[src/hdl/pps_pkg.sv]
package pps_pkg;

    localparam int unsigned PlanDepthDefault = 1024;
    localparam logic [23:0] LookaheadReset = 24'd32768;
    localparam logic [19:0] MaxLinReset    = 20'd19661;
    localparam logic [19:0] MaxAngReset    = 20'd65536;
    localparam logic [65:0] CurvMinRaw     = 66'd4294967;

    localparam logic [1:0] RegLookahead = 2'd0;
    localparam logic [1:0] RegMaxLin    = 2'd1;
    localparam logic [1:0] RegMaxAng    = 2'd2;

    localparam logic CmdLoad    = 1'b0;
    localparam logic CmdCompute = 1'b1;

    typedef struct packed {
        logic               cmd;
        logic               first_point;
        logic signed [31:0] pos_x;
        logic signed [31:0] pos_y;
        logic signed [15:0] quat_z;
        logic signed [15:0] quat_w;
    } t_in;

    typedef struct packed {
        logic [19:0]        linear_speed;
        logic signed [31:0] angular_speed;
        logic               plan_empty;
    } t_out;

    typedef enum logic [3:0] {
        ST_IDLE,
        ST_RD,
        ST_WAIT,
        ST_DIST,
        ST_SQ,
        ST_CMP,
        ST_ROT,
        ST_NUM,
        ST_MLD,
        ST_MUL,
        ST_DIV,
        ST_DONE
    } t_state;

    // controller to datapath
    typedef struct packed {
        logic load_pose;   // capture pose, start walk at last point
        logic rd_req;      // issue store read at walk index
        logic calc_dist;   // offset of the point just read
        logic calc_sq;     // square the offset
        logic step;        // compare, move carrot
        logic calc_rot;    // rotation products
        logic calc_num;    // numerator products
        logic mul_start;   // load shift-add multipliers
        logic mul_step;
        logic div_start;
        logic div_step;
        logic emit;
        logic emit_empty;
    } t_cmd;

    // datapath to controller
    typedef struct packed {
        logic empty;
        logic walk_end;    // point in range or index exhausted
        logic mul_done;
        logic div_done;
    } t_status;

endpackage

[src/hdl/pps_ctrl.sv]
module pps_ctrl import pps_pkg::*; (
    input  logic    i_clk,
    input  logic    i_rst_n,
    input  logic    i_go,
    input  t_status i_status,
    output t_cmd    o_cmd,
    output logic    o_busy
);
    t_state r_state, n_state;

    // state register
    always_ff @(posedge i_clk) begin
        if (!i_rst_n) begin
            r_state <= ST_IDLE;
        end else begin
            r_state <= n_state;
        end
    end

    // next state and commands
    always_comb begin
        n_state = r_state;
        o_cmd   = '0;
        o_busy  = 1'b1;
        case (r_state)
            ST_IDLE: begin
                o_busy = 1'b0;
                if (i_go) begin
                    o_cmd.load_pose = 1'b1;
                    n_state = ST_RD;
                end
            end
            ST_RD: begin
                if (i_status.empty) begin
                    o_cmd.emit_empty = 1'b1;
                    n_state = ST_IDLE;
                end else begin
                    o_cmd.rd_req = 1'b1;
                    n_state = ST_WAIT;
                end
            end
            ST_WAIT: n_state = ST_DIST;
            ST_DIST: begin
                o_cmd.calc_dist = 1'b1;
                n_state = ST_SQ;
            end
            ST_SQ: begin
                o_cmd.calc_sq = 1'b1;
                n_state = ST_CMP;
            end
            ST_CMP: begin
                o_cmd.step = 1'b1;
                n_state = i_status.walk_end ? ST_ROT : ST_RD;
            end
            ST_ROT: begin
                o_cmd.calc_rot = 1'b1;
                n_state = ST_NUM;
            end
            ST_NUM: begin
                o_cmd.calc_num = 1'b1;
                n_state = ST_MLD;
            end
            ST_MLD: begin
                o_cmd.mul_start = 1'b1;
                n_state = ST_MUL;
            end
            ST_MUL: begin
                if (i_status.mul_done) begin
                    o_cmd.div_start = 1'b1;
                    n_state = ST_DIV;
                end else begin
                    o_cmd.mul_step = 1'b1;
                end
            end
            ST_DIV: begin
                if (i_status.div_done) begin
                    n_state = ST_DONE;
                end else begin
                    o_cmd.div_step = 1'b1;
                end
            end
            ST_DONE: begin
                o_cmd.emit = 1'b1;
                n_state = ST_IDLE;
            end
            default: n_state = ST_IDLE;
        endcase
    end
endmodule

[config.mk]
export PLATFORM = sky130hd
export DESIGN_NAME = pps_ctrl
export DESIGN_NICKNAME = d
export VERILOG_FILES = /design/src/hdl/pps_pkg.sv /design/src/hdl/pps_ctrl.sv
export SDC_FILE = /design/constraint.sdc
export NUM_CORES = 1
export LEC_CHECK = 0
export BUFFER_PORTS_ARGS = -buffer_cell sky130_fd_sc_hd__buf_4
export CAP_MARGIN = 0
export CORE_AREA = 4 4 41 43
export CTS_BUF_LIST = sky130_fd_sc_hd__clkbuf_8
export DETAILED_ROUTE_END_ITERATION = 7
export DIE_AREA = 0 0 45 47
export PLACE_DENSITY = 0.64
export SETUP_SLACK_MARGIN = 0.3
export SYNTH_ARGS = -nofsm -noshare
export SYNTH_HDL_FRONTEND = slang
export SYNTH_SLANG_ARGS = --single-unit
[constraint.sdc]
create_clock -name i_clk -period 1.63 [get_ports i_clk]
set_clock_uncertainty 0.15 [all_clocks]
set_input_delay 0.163 -clock i_clk [delete_from_list [all_inputs] [get_ports i_clk]]
set_output_delay 0.163 -clock i_clk [all_outputs]
set_load 0.01 [all_outputs]
==> out/qor.csv <==
stage;metric;value;unit
clock_network;numCtsBuffers;3;
timing;whs;0.0434;ns
cells_and_area;largest_register;r_state;
synth;netlist.area_leader.share;0.217;
synth;synthSimpleGateAreaFrac;0.383;
worst_setup_path;slowest_delay;0.55;ns
grt;antenna_found_initial;0;
synth;ys_types;20;
worst_setup_path;slowest_stage;or4_4;
synth;ys_seq_area_frac;0.217;
worst_setup_path;end_kind;output port;
route;finalWirelength;1.53;mm
synth;synth_top_family_by_area;simple AND/OR/NAND/NOR gates;
cells_and_area;n_antenna_cell;0;
timing;finalCritPeriodShare;0.985;
die;core.rowCount;13;
synth;synth_adder_area_share;0;
die;fp.dieW;45;µm
timing;finalCriticalPeriod;1.61;ns
placement;place_ws;0.136;ns
synth;ys_seq_elements;4;
grt;grt_max_degree;10;
cells_and_area;drive_above_1_share;0.753;
grt;grtUsageTotal;0.141;
synth;syn_area;369;µm²
cells_and_area;largest_reg_flops;4;
cells_and_area;fill_cells;93;
clock_network;cts.clk_slew.worst_paths;0.03;ns
cells_and_area;nets;98;
synth;synth_area_leaders;dfxtp_1, nor4_1, nor2_1;
grt;grt_pass1_vias;493;
die;start_util;0.284;
cells_and_area;design_area;906;µm²
placement;dpl_cell_area;544;µm²
synth;ys_top_cells_by_count;nor2_1, inv_1, nor4_1;
grt;gr-total-overflow;0;
timing;slew_headroom;0.805;
power;vdd_drop_max;0.000328;V
synth;synth_nets;62;
synth;synth_xor_area_frac;0;
die;die_h;47;µm
worst_setup_path;path_class;register to output port;
power;p_per_area;563;nW/µm²
cells_and_area;area_growth;145;%
worst_setup_path;cp.arrival;1.29;ns
placement;hpwl;808;µm
route;ant_nets;0;
route;wl_met2;785;µm
route;wl_per_cell;14.7;µm
synth;syn_inst;55;
clock_network;cts_tree;built;
power;leakagePower;0.344;nW
min_path;hold_class;primary input to register;
clock_network;ctsHoldBuffers;0;
synth;synth-compound-area-share;0.234;
timing;setup_viol_count_final;0;
synth;synthFlopType;dfxtp_1;
die;dieArea;2120;µm²
route;wl_met1;593;µm
route;drt_iter0_markers;4;
synth;synth_edf_count;0;
placement;portBuffers;20;
synth;ys.warnings.count;0;
route;wl_met3;97;µm
worst_setup_path;startpoint_type;register;
worst_setup_path;cp_max_fo;3;
route;routed.top_layer;met4;
route;drc;0;
cells_and_area;post-route-util;0.696;
grt;grt_pass1_wl;2.21;mm
route;first_pass_iters;4;
worst_setup_path;path_cells;or4_4 > nor2_2 > buf_4;
route;vias;560;
clock_network;root_buffer;clkbuf_8;
timing;fmax;623;MHz
placement;gp_congestion;0.802;
synth;synth.avg_cell_area;6.71;µm²
clock_network;cts_sinks;4;
cells_and_area;top_regs;r_state: 4 flops;
timing;timing.setup.tns;0;ns
timing;timing.final.ws_setup;0.0250;ns
timing;maxSlewViolCount;0;
synth;muxShareOfSynthArea;0;
clock_network;cts_htree_levels;1;
status;status;finished, final reports clean;
synth;async_flop_share;0;
timing;rsz0062_at_grt;true;
die;core_area;1300;µm²
run;maxCapViolCount;0;
die;boundaryPins;21;
timing;hold_viol;0;
clock_network;clk_latency;0.22;ns
timing;worstMarginPinSlew;0.292;ns
worst_setup_path;required;1.32;ns
clock_network;cts_buffer_depth;2;
synth;synth_most_common_cell;nor2_1;
synth;synth_top_area_cell;dfxtp_1;
route;viasPerCell;5.38;
-- worst max-delay path, delay by kind of cell, from the launching register on --
family / cells / cell delay [ns]
DFF: 1 / 0.31
buffers and inverters: 1 / 0.12
and+or+nand+nor: 2 / 0.64
-- power breakdown --
part           internal, W  switching [W]
clock             0.000158      0.0000531
combinational    0.0000983      0.0000956
sequential        0.000101     0.00000445
-- placed cells by master, fill, tap and decap left out, types with 2 or more instances in the layout --
| cell type | instances |
|---|---|
| buf_4 | 24 |
| buf_6 | 10 |
| nor4_4 | 5 |
| inv_1 | 4 |
| nand2_2 | 3 |
| nor2_1 | 3 |
| nor2_4 | 3 |
| o21ai_0 | 3 |
| a21oi_1 | 3 |
| clkbuf_8 | 3 |
| nor2_2 | 2 |
| a211oi_1 | 2 |
| o21a_1 | 2 |
| dfxtp_2 | 2 |
| dfxtp_4 | 2 |
-- cell families after synthesis --
| family | after synthesis |
|---|---|
| and+or+nand+nor | 26 |
| AOI/OAI and AO/OA | 14 |
| buffers and inverters | 11 |
| DFF | 4 |
-- per-stage QoR --
| stage | instances | total power [W] |
|---|---|---|
| 6_report | 104 | 0.000510 |
| 5_1_grt | 104 | 0.000534 |
| 4_1_cts | 101 | 0.000479 |
| 3_5_place_dp | 91 | 0.000209 |
| 3_3_place_gp | 91 | 0.000210 |
| 2_1_floorplan | 55 | 0.000170 |
-- area by class of cell --
| cell class | instances | area (µm²) | share of cell area |
|---|---|---|---|
| Clock buffer | 3 | 41.3 | 0.0456 |
| Timing Repair Buffer | 36 | 328 | 0.362 |
| Multi-Input combinational cell | 40 | 390 | 0.431 |
| Sequential cell | 4 | 90.1 | 0.0994 |
| Inverter | 6 | 37.5 | 0.0414 |
| Tap cell | 15 | 18.8 | 0.0207 |
-- layer usage --
metal | GRT usage | up-vias
li1 | - | 263
met1 | 0.166 | 269
met2 | 0.260 | 22
met3 | 0.0192 | 6
met4 | 0.0526 | 0
met5 | 0 | -
-- repair_timing --
action | in CTS | in global routing
pin swaps | 8 | 7
resized for setup | 35 | 26
buffers inserted | 7 | 3
setup endpoints to repair | 16 | 17
-- worst paths after layout --
path	end	startpoint	depth (start not counted)	slack (ns)
max reg2reg	r_state[0]$_SDFFE_PN0P_	r_state[0]$_SDFFE_PN0P_	5	0.04
min reg2reg	r_state[2]$_SDFFE_PN0P_	r_state[3]$_SDFFE_PN0P_	2	0.46
min	r_state[3]$_SDFFE_PN0P_	i_rst_n	2	0.04
max	o_cmd[12]	r_state[0]$_SDFFE_PN0P_	3	0.02
No activity file was read; power rests on OpenSTA's default activity.
